[src/rtl/akm_pkg.sv]
// Shared constants, types and character helpers for the keyword matcher.
package akm_pkg;

    localparam int NUM_ENTRIES = 32;
    localparam int NAME_LEN    = 10;

    localparam int ENTRY_W = $clog2(NUM_ENTRIES);
    localparam int LANE_W  = $clog2(NAME_LEN);
    localparam int MATCH_W = $clog2(NAME_LEN + 1);
    localparam int REQ_W   = 2;
    localparam int IDX_W   = 5;
    localparam int POS_W   = 4;
    localparam int CHAR_W  = 8;
    localparam int CODE_W  = 8;
    localparam int LEN_W   = 4;
    localparam int CFG_W   = 6;
    localparam int CMP_W   = (ENTRY_W + 1 > CFG_W) ? ENTRY_W + 1 : CFG_W;

    typedef logic [CHAR_W-1:0] t_char;
    typedef t_char [NAME_LEN-1:0] t_row;

    localparam t_char NUL = '0;

    typedef enum logic [REQ_W-1:0] {
        REQ_TABLE = 2'd0,
        REQ_CHAR  = 2'd1,
        REQ_END   = 2'd2,
        REQ_RSVD  = 2'd3
    } t_req;

    typedef struct packed {
        logic eq;
        logic used;
    } t_link;

    typedef struct packed {
        logic eq;
        logic hit;
    } t_chain_res;

    function automatic t_char upcase(input t_char ch);
        if (ch >= 8'd97 && ch <= 8'd122) begin
            return ch - 8'd32;
        end
        return ch;
    endfunction

    function automatic logic is_blank(input t_char ch);
        return (ch == 8'd32) || (ch >= 8'd9 && ch <= 8'd13);
    endfunction

endpackage

[src/rtl/abbreviated_keyword_matcher.sv]
// Top level of the abbreviated keyword matcher.
//
//  channel  dir  handshake          payload
//  request  in   i_valid / o_ready  req_type, entry_index, char_pos, char_value, entry_code
//  result   out  o_valid / i_ready  token_code, match_length, char_pushed_back
//  config   in   i_cfg_we           i_cfg_data (entry_count)
//
// Table write, skipped blank or reserved request: taken in the idle state; end of
// input: accepted, then code read and result load.
// Stream character: accepted, then one table entry examined per cycle, one
// name row read from the name memory each cycle; a match end adds the code
// read and the result load.
// Reset clears the match state; the tables are not cleared and no sweep runs.
// A result waiting on i_ready holds only the step that loads the next result.
module abbreviated_keyword_matcher (
    input  logic                          i_clk,
    input  logic                          i_rst_n,
    input  logic                          i_cfg_we,
    input  logic [akm_pkg::CFG_W-1:0]     i_cfg_data,
    input  logic                          i_valid,
    output logic                          o_ready,
    input  logic [akm_pkg::REQ_W-1:0]     i_req_type,
    input  logic [akm_pkg::IDX_W-1:0]     i_entry_index,
    input  logic [akm_pkg::POS_W-1:0]     i_char_pos,
    input  logic [akm_pkg::CHAR_W-1:0]    i_char_value,
    input  logic [akm_pkg::CODE_W-1:0]    i_entry_code,
    output logic                          o_valid,
    input  logic                          i_ready,
    output logic [akm_pkg::CODE_W-1:0]    o_token_code,
    output logic [akm_pkg::LEN_W-1:0]     o_match_length,
    output logic                          o_char_pushed_back
);
    import akm_pkg::*;

    typedef enum logic [1:0] {
        S_IDLE,
        S_EVAL,
        S_CODE,
        S_EMIT
    } t_state;

    t_state               r_state, n_state;
    logic [CFG_W-1:0]     r_count;
    logic [ENTRY_W-1:0]   r_cur, n_cur;
    logic [ENTRY_W-1:0]   r_rd_entry, n_rd_entry;
    logic                 r_first, n_first;
    logic [MATCH_W-1:0]   r_matched, n_matched;
    logic                 r_skip, n_skip;
    t_char                r_want, n_want;
    logic                 r_push, n_push;
    logic                 r_o_valid, n_o_valid;
    logic [CODE_W-1:0]    r_o_code, n_o_code;
    logic [LEN_W-1:0]     r_o_len, n_o_len;
    logic                 r_o_push, n_o_push;

    t_row                 r_names [NUM_ENTRIES];
    t_row                 r_row;
    logic [CODE_W-1:0]    r_codes [NUM_ENTRIES];
    logic [CODE_W-1:0]    r_code_q;

    t_req                 req;
    logic                 accept;
    logic                 wr_en;
    logic [ENTRY_W-1:0]   rd_addr;
    logic [ENTRY_W-1:0]   next_entry;
    logic [CMP_W-1:0]     next_entry_x;
    logic [CMP_W-1:0]     count_x;
    logic [CMP_W-1:0]     active;
    logic                 ok;
    logic                 hit;
    logic                 consume;
    logic                 restart;
    t_chain_res           chain_res;

    assign o_ready            = (r_state == S_IDLE);
    assign accept             = i_valid && o_ready;
    assign req                = t_req'(i_req_type);
    assign o_valid            = r_o_valid;
    assign o_token_code       = r_o_code;
    assign o_match_length     = r_o_len;
    assign o_char_pushed_back = r_o_push;

    assign count_x      = CMP_W'(r_count);
    assign active       = (count_x > CMP_W'(NUM_ENTRIES)) ? CMP_W'(NUM_ENTRIES) : count_x;
    assign next_entry   = r_rd_entry + 1'b1;
    assign next_entry_x = CMP_W'(r_rd_entry) + CMP_W'(1);
    assign rd_addr      = (r_state == S_IDLE) ? r_cur : next_entry;
    assign ok           = r_first || chain_res.eq;
    assign hit          = chain_res.hit && (r_want != NUL);

    assign wr_en = accept && (req == REQ_TABLE)
                 && (32'(i_entry_index) < NUM_ENTRIES) && (32'(i_char_pos) < NAME_LEN);

    always_ff @(posedge i_clk) begin
        if (wr_en) begin
            r_names[ENTRY_W'(i_entry_index)][LANE_W'(i_char_pos)] <= i_char_value;
        end else begin
            r_row <= r_names[rd_addr];
        end
    end

    always_ff @(posedge i_clk) begin
        if (wr_en) begin
            r_codes[ENTRY_W'(i_entry_index)] <= i_entry_code;
        end
        r_code_q <= r_codes[r_cur];
    end

    akm_chain u_chain (
        .i_clk     (i_clk),
        .i_rst_n   (i_rst_n),
        .i_row     (r_row),
        .i_want    (r_want),
        .i_consume (consume),
        .i_restart (restart),
        .o_res     (chain_res)
    );

    always_comb begin
        n_state    = r_state;
        n_cur      = r_cur;
        n_rd_entry = r_rd_entry;
        n_first    = r_first;
        n_matched  = r_matched;
        n_skip     = r_skip;
        n_want     = r_want;
        n_push     = r_push;
        n_o_valid  = r_o_valid;
        n_o_code   = r_o_code;
        n_o_len    = r_o_len;
        n_o_push   = r_o_push;
        consume    = 1'b0;
        restart    = 1'b0;

        if (i_ready) begin
            n_o_valid = 1'b0;
        end

        case (r_state)
            S_IDLE: begin
                if (accept) begin
                    case (req)
                        REQ_CHAR: begin
                            if (!(r_skip && is_blank(i_char_value))) begin
                                n_skip = 1'b0;
                                n_want = upcase(i_char_value);
                                if (active == '0) begin
                                    n_push  = 1'b1;
                                    n_state = S_CODE;
                                end else begin
                                    n_first    = 1'b1;
                                    n_rd_entry = r_cur;
                                    n_state    = S_EVAL;
                                end
                            end
                        end
                        REQ_END: begin
                            n_push  = 1'b0;
                            n_state = S_CODE;
                        end
                        default: ;
                    endcase
                end
            end
            S_EVAL: begin
                if (!ok) begin
                    n_push  = 1'b1;
                    n_state = S_CODE;
                end else begin
                    n_cur = r_rd_entry;
                    if (hit) begin
                        consume   = 1'b1;
                        n_matched = r_matched + 1'b1;
                        n_state   = S_IDLE;
                    end else if (next_entry_x >= active) begin
                        n_push  = 1'b1;
                        n_state = S_CODE;
                    end else begin
                        n_rd_entry = next_entry;
                        n_first    = 1'b0;
                    end
                end
            end
            S_CODE: begin
                n_state = S_EMIT;
            end
            S_EMIT: begin
                if (!r_o_valid || i_ready) begin
                    n_o_valid = 1'b1;
                    n_o_code  = (active != '0 && r_matched != '0) ? r_code_q : '0;
                    n_o_len   = LEN_W'(r_matched);
                    n_o_push  = r_push;
                    restart   = 1'b1;
                    n_cur     = '0;
                    n_matched = '0;
                    n_skip    = 1'b1;
                    n_state   = S_IDLE;
                end
            end
            default: begin
                n_state = S_IDLE;
            end
        endcase
    end

    always_ff @(posedge i_clk) begin
        if (!i_rst_n) begin
            r_state   <= S_IDLE;
            r_count   <= '0;
            r_cur     <= '0;
            r_matched <= '0;
            r_skip    <= 1'b1;
            r_first   <= 1'b0;
            r_o_valid <= 1'b0;
        end else begin
            r_state   <= n_state;
            r_cur     <= n_cur;
            r_matched <= n_matched;
            r_skip    <= n_skip;
            r_first   <= n_first;
            r_o_valid <= n_o_valid;
            if (i_cfg_we) begin
                r_count <= i_cfg_data;
            end
        end
        r_rd_entry <= n_rd_entry;
        r_want     <= n_want;
        r_push     <= n_push;
        r_o_code   <= n_o_code;
        r_o_len    <= n_o_len;
        r_o_push   <= n_o_push;
    end

endmodule

[src/rtl/akm_cell.sv]
// One prefix cell: holds a consumed character and compares it with the fetched name.
module akm_cell (
    input  logic           i_clk,
    input  logic           i_rst_n,
    input  akm_pkg::t_char i_row_char,
    input  akm_pkg::t_char i_want,
    input  logic           i_consume,
    input  logic           i_restart,
    input  akm_pkg::t_link i_link,
    output akm_pkg::t_link o_link,
    output logic           o_hit
);
    import akm_pkg::*;

    t_char r_char;
    logic  r_used;
    logic  tip;

    assign tip = i_link.used && !r_used;

    always_ff @(posedge i_clk) begin
        if (!i_rst_n) begin
            r_used <= 1'b0;
        end else if (i_restart) begin
            r_used <= 1'b0;
        end else if (i_consume && tip) begin
            r_used <= 1'b1;
        end
        if (i_consume && tip) begin
            r_char <= i_want;
        end
    end

    assign o_link.eq   = i_link.eq && (!r_used || (i_row_char == r_char));
    assign o_link.used = r_used;
    assign o_hit       = tip && (i_row_char == i_want);

endmodule

[src/rtl/akm_chain.sv]
// Row of prefix cells: prefix compare of a fetched name and hit at the next position.
module akm_chain (
    input  logic                i_clk,
    input  logic                i_rst_n,
    input  akm_pkg::t_row       i_row,
    input  akm_pkg::t_char      i_want,
    input  logic                i_consume,
    input  logic                i_restart,
    output akm_pkg::t_chain_res o_res
);
    import akm_pkg::*;

    t_link               links [NAME_LEN+1];
    logic [NAME_LEN-1:0] hits;

    assign links[0] = '{eq: 1'b1, used: 1'b1};

    for (genvar k = 0; k < NAME_LEN; k++) begin : g_cell
        akm_cell u_cell (
            .i_clk      (i_clk),
            .i_rst_n    (i_rst_n),
            .i_row_char (i_row[k]),
            .i_want     (i_want),
            .i_consume  (i_consume),
            .i_restart  (i_restart),
            .i_link     (links[k]),
            .o_link     (links[k+1]),
            .o_hit      (hits[k])
        );
    end

    assign o_res.eq  = links[NAME_LEN].eq;
    assign o_res.hit = |hits;

endmodule

[config.mk]
export PLATFORM = sky130hd
export DESIGN_NAME = abbreviated_keyword_matcher
export DESIGN_NICKNAME = d
export VERILOG_FILES = /design/src/rtl/akm_pkg.sv /design/src/rtl/abbreviated_keyword_matcher.sv /design/src/rtl/akm_cell.sv /design/src/rtl/akm_chain.sv
export SDC_FILE = /design/constraint.sdc
export NUM_CORES = 2
export LEC_CHECK = 0
export ABC_AREA = 1
export BUFFER_PORTS_ARGS = -buffer_cell sky130_fd_sc_hd__clkbuf_2
export CAP_MARGIN = 10
export CORE_ASPECT_RATIO = 1.4
export CORE_MARGIN = 1.5
export CORE_UTILIZATION = 50
export DETAILED_ROUTE_END_ITERATION = 7
export GPL_TIMING_DRIVEN = 0
export HOLD_SLACK_MARGIN = 0.08
export PLACE_DENSITY = 0.7
export RECOVER_POWER = 25
export SKIP_LAST_GASP = 1
export SLEW_MARGIN = 30
export SYNTH_ARGS = -nofsm -noshare
export SYNTH_HDL_FRONTEND = slang
export SYNTH_SLANG_ARGS = --single-unit
[constraint.sdc]
create_clock -name i_clk -period 10.4 [get_ports i_clk]
set_input_delay 2.08 -clock i_clk [delete_from_list [all_inputs] [get_ports i_clk]]
set_output_delay 2.08 -clock i_clk [all_outputs]
set_load 0.1 [all_outputs]
==> results.tsv <==
stage	metric	value	unit
synth	Syn Nets	9705	
cts	H-Tree Depth	5	
route	ANT nets after route	0	
route	drt first-iter violations	11800	
sta	Achievable Freq	136	MHz
floorplanning	Core ar.	245000	µm²
cts	CTS tree	done	
worst_setup_path	internal reg-to-reg setup slack	4850	ps
floorplanning	Die W	422	µm
final_layout	fin cells	13600	
synth	top_reg_cell synth	edfxtp_1	
global_route	met2 Use GR	0.527	
sta	Worst slew margin	-2.21	
global_route	largest net degree at the start of global routing	93	
final_layout	layout cells sized above 1	0.0884	
sta	min Tclk post-route	7370	ps
worst_setup_path	critical path class	input pin to register	
floorplanning	Cell Rows	215	
synth	YS warnings	0	
place	placed wire-length estimate	278000	µm
worst_setup_path	Setup crit start kind	input pin	
floorplanning	I/O pins	53	
cts	cts hold-fix bufs	0	
sta	Final setup viols	0	
global_route	first-pass GRT wire length	568000	µm
global_route	met1 GRT Util	0.353	
cts	post-cts repair resize count	0	
sta	Final Cycle Share	0.709	
worst_setup_path	cell breakdown of the critical path	clkbuf_1 -> buf_16 -> clkbuf_1	
cts	CTS Root Buffer Type	clkbuf_16	
final_layout	Layout Nets	10100	
cts	Clk Latency, worst-skew pair	890	ps
run_status	outcome	finished with violations	
place	gpl congestion	1.03	
place	Buffers on Ports	52	
cts	clock tree buffer depth	4	
global_route	gr usage total	0.319	
power	leakage power	45.0	nW
place	Place WS	4840	ps
synth	post-synthesis async set-or-reset flop share	0	
sta	Final WS setup	3030	ps
route	Total Wirelength	408000	µm
synth	Post-synth EDFFs	3003	
cts	postcts setup bufs	0	
final_layout	area grow syn2layout	12.7	%
place	Placed Cells	13000	
sta	Setup TNS	0	ps
worst_setup_path	Crit path buffers/inverters	3	
synth	Synth cell types	41	
global_route	antenna violations before repair	29	
worst_setup_path	CP dominant cell by count	clkbuf_1	
run	max-cap violation count	18	
sta	Slew Limit Fails	948	
global_route	Congestion Overflow GR	0	
sta	Hold WS	463	ps
route	Routed wire per std cell	30.1	µm
floorplanning	Die Area	248000	µm²
worst_setup_path	CP max FO	67	
route	routed vias	84700	
cts	TritonCTS Buffers	281	
worst_setup_path	Slowest-stage cell, CP	clkbuf_1	
floorplanning	initial cell density of the core	0.502	
route	Pre-Repair DR Iteration Count	7	
sta	Slew @ Worst Pin	4810	ps
power	Peak VDD IR	139	µV
synth	Syn Std Cell Area	123000	µm²
worst_setup_path	Req. time, crit path	10510	ps
worst_hold_path	Worst Hold Class	register to register	
power	Power Density	242	nW/µm²
global_route	vias in the first global route	81700	
sta	final hold viol count	0	
global_route	gr busiest metal	met2	
synth	FF+latch count, synth	3041	
worst_setup_path	critical path's top delay family	buffers and inverters	
cts	clock slew at reported path FFs	70	ps
worst_setup_path	arrival time worst endpoint	7490	ps
power	overall power	33.5	mW
worst_setup_path	Critical Path Stages	3	
sta	RSZ-0062 raised after global routing	false	
worst_setup_path	Critical Path End Type	register	
worst_hold_path	Worst Hold Depth	0	
synth	Syn Inst Count	9656	
route	Via-to-Cell Ratio	6.23	
floorplanning	height of the chip	589	µm
worst_setup_path	crit-path max cell delay	2800	ps
synth	Avg Inst Size Synth	12.7	µm²
global_route	met3 Use GR	0.0732	
route	DRC Markers	0	
cts	clk sinks	3041	
run_status	failing checks	max-capacitance violations, max-slew violations	
sta	clk_skew	44.0	ps
worst_setup_path	Reg2Reg Depth	12	
synth	sequential fraction of the synthesis area	0.741	
[layout make-up]
cell class | count | area, µm²
fill | 19200 | 106000
sequential | 3041 | 90900
multi-input combinational | 5700 | 28100
clock buffer | 343 | 7570
tap | 3255 | 4070
buffer | 680 | 3020
timing repair buffer | 122 | 1940
clock inverter | 158 | 1620
inverter | 235 | 882
antenna | 47 | 118
[worst paths after layout]
kind,startpoint,end
setup / recovery,i_char_value[6],r_names[31][46]
hold / removal,r_push,o_char_pushed_back
setup reg to reg,r_rd_entry[0],r_row[34]
hold reg to reg,r_push,o_char_pushed_back
[state kept, by name, summed over array words and instances, names as in the netlist, 2 cells and up]
name and count:
r_rd_entry 5, r_code_q 8, r_want 8, r_cur 5, count_x 6, u_chain.g_cell.u_cell.r_char 80, r_state 2, o_token_code 8
o_match_length 4, u_chain.g_cell.u_cell.r_used 10, r_codes 256, r_names 2560, r_matched 4, r_row 80
[cells in the final DEF (no fill, tap or decap), types with 261 or more instances in the layout]
cell,n
buf_2,261
clkbuf_1,396
clkbuf_16,293
edfxtp_1,3003
nand2_1,643
nand3_1,296
nor2_1,2347
o21ai_0,542
o21ai_1,506
o21bai_1,321
o22ai_1,420
o32ai_1,320
[cells in the mapped netlist, types with 2 or more instances]
cell type | count | area (µm²)
a31o_2 | 2 | 17.5
o221ai_1 | 44 | 385
nand3_1 | 296 | 1480
o21ai_0 | 542 | 2710
clkinv_1 | 2 | 7.51
o211ai_1 | 2 | 15.0
a32oi_1 | 6 | 52.6
o22ai_1 | 420 | 2630
o21bai_1 | 321 | 2410
nand2_1 | 643 | 2410
nor4_1 | 3 | 18.8
buf_6 | 4 | 45.0
nor3_1 | 22 | 110
dfxtp_1 | 38 | 761
a21oi_1 | 21 | 105
or2_2 | 6 | 37.5
o21a_1 | 8 | 60.1
buf_4 | 13 | 97.6
clkbuf_1 | 374 | 1400
o21ai_1 | 507 | 2540
nand4_1 | 13 | 81.3
nand3b_1 | 4 | 30.0
buf_1 | 28 | 105
o32ai_1 | 320 | 2800
xor2_1 | 16 | 140
inv_1 | 229 | 860
nor2_1 | 2401 | 9010
a31oi_1 | 8 | 50.1
inv_2 | 4 | 15.0
and3_1 | 3 | 18.8
edfxtp_1 | 3003 | 90200
ha_1 | 11 | 138
xnor2_1 | 72 | 631
buf_2 | 261 | 1310
o21ai_2 | 3 | 26.3
[power by group]
group / leakage (nW) / internal [mW] / switching [mW] / total (mW)
Clock: 4.44 / 5.94 / 4.60 / 10.5
Combinational: 13.1 / 2.41 / 6.54 / 8.96
Sequential: 27.5 / 13.8 / 0.224 / 14.0
Total: 45.0 / 22.1 / 11.4 / 33.5
[cells by family (layout without fill, tap and decap cells)]
family / count (synthesis) / count (layout) / synth area share
AOI/OAI and AO/OA: 2207 / 2207 / 0.113
xor gates and xnor gates: 88 / 88 / 0.00628
adders and majority gates: 11 / 11 / 0.00112
buffers and inverters: 915 / 1538 / 0.0313
DFF: 3041 / 3041 / 0.741
other: 0 / 47 / 0
and+or+nand+nor: 3394 / 3394 / 0.108
[through the flow]
step	utilization	cell area (µm²)
2_1_floorplan	-	123000
3_3_place_gp	0.520	127000
3_5_place_dp	0.528	129000
4_1_cts	0.566	138000
5_1_grt	0.565	138000
6_report	0.566	138000
[routing by layer]
layer	wire length, µm	vias to the layer above
met4	38500	24
met2	195000	5652
met3	41500	1550
met5	173	-
met1	133000	41300
li1	-	36200
Note: power is estimated with default switching activity, not from simulation.
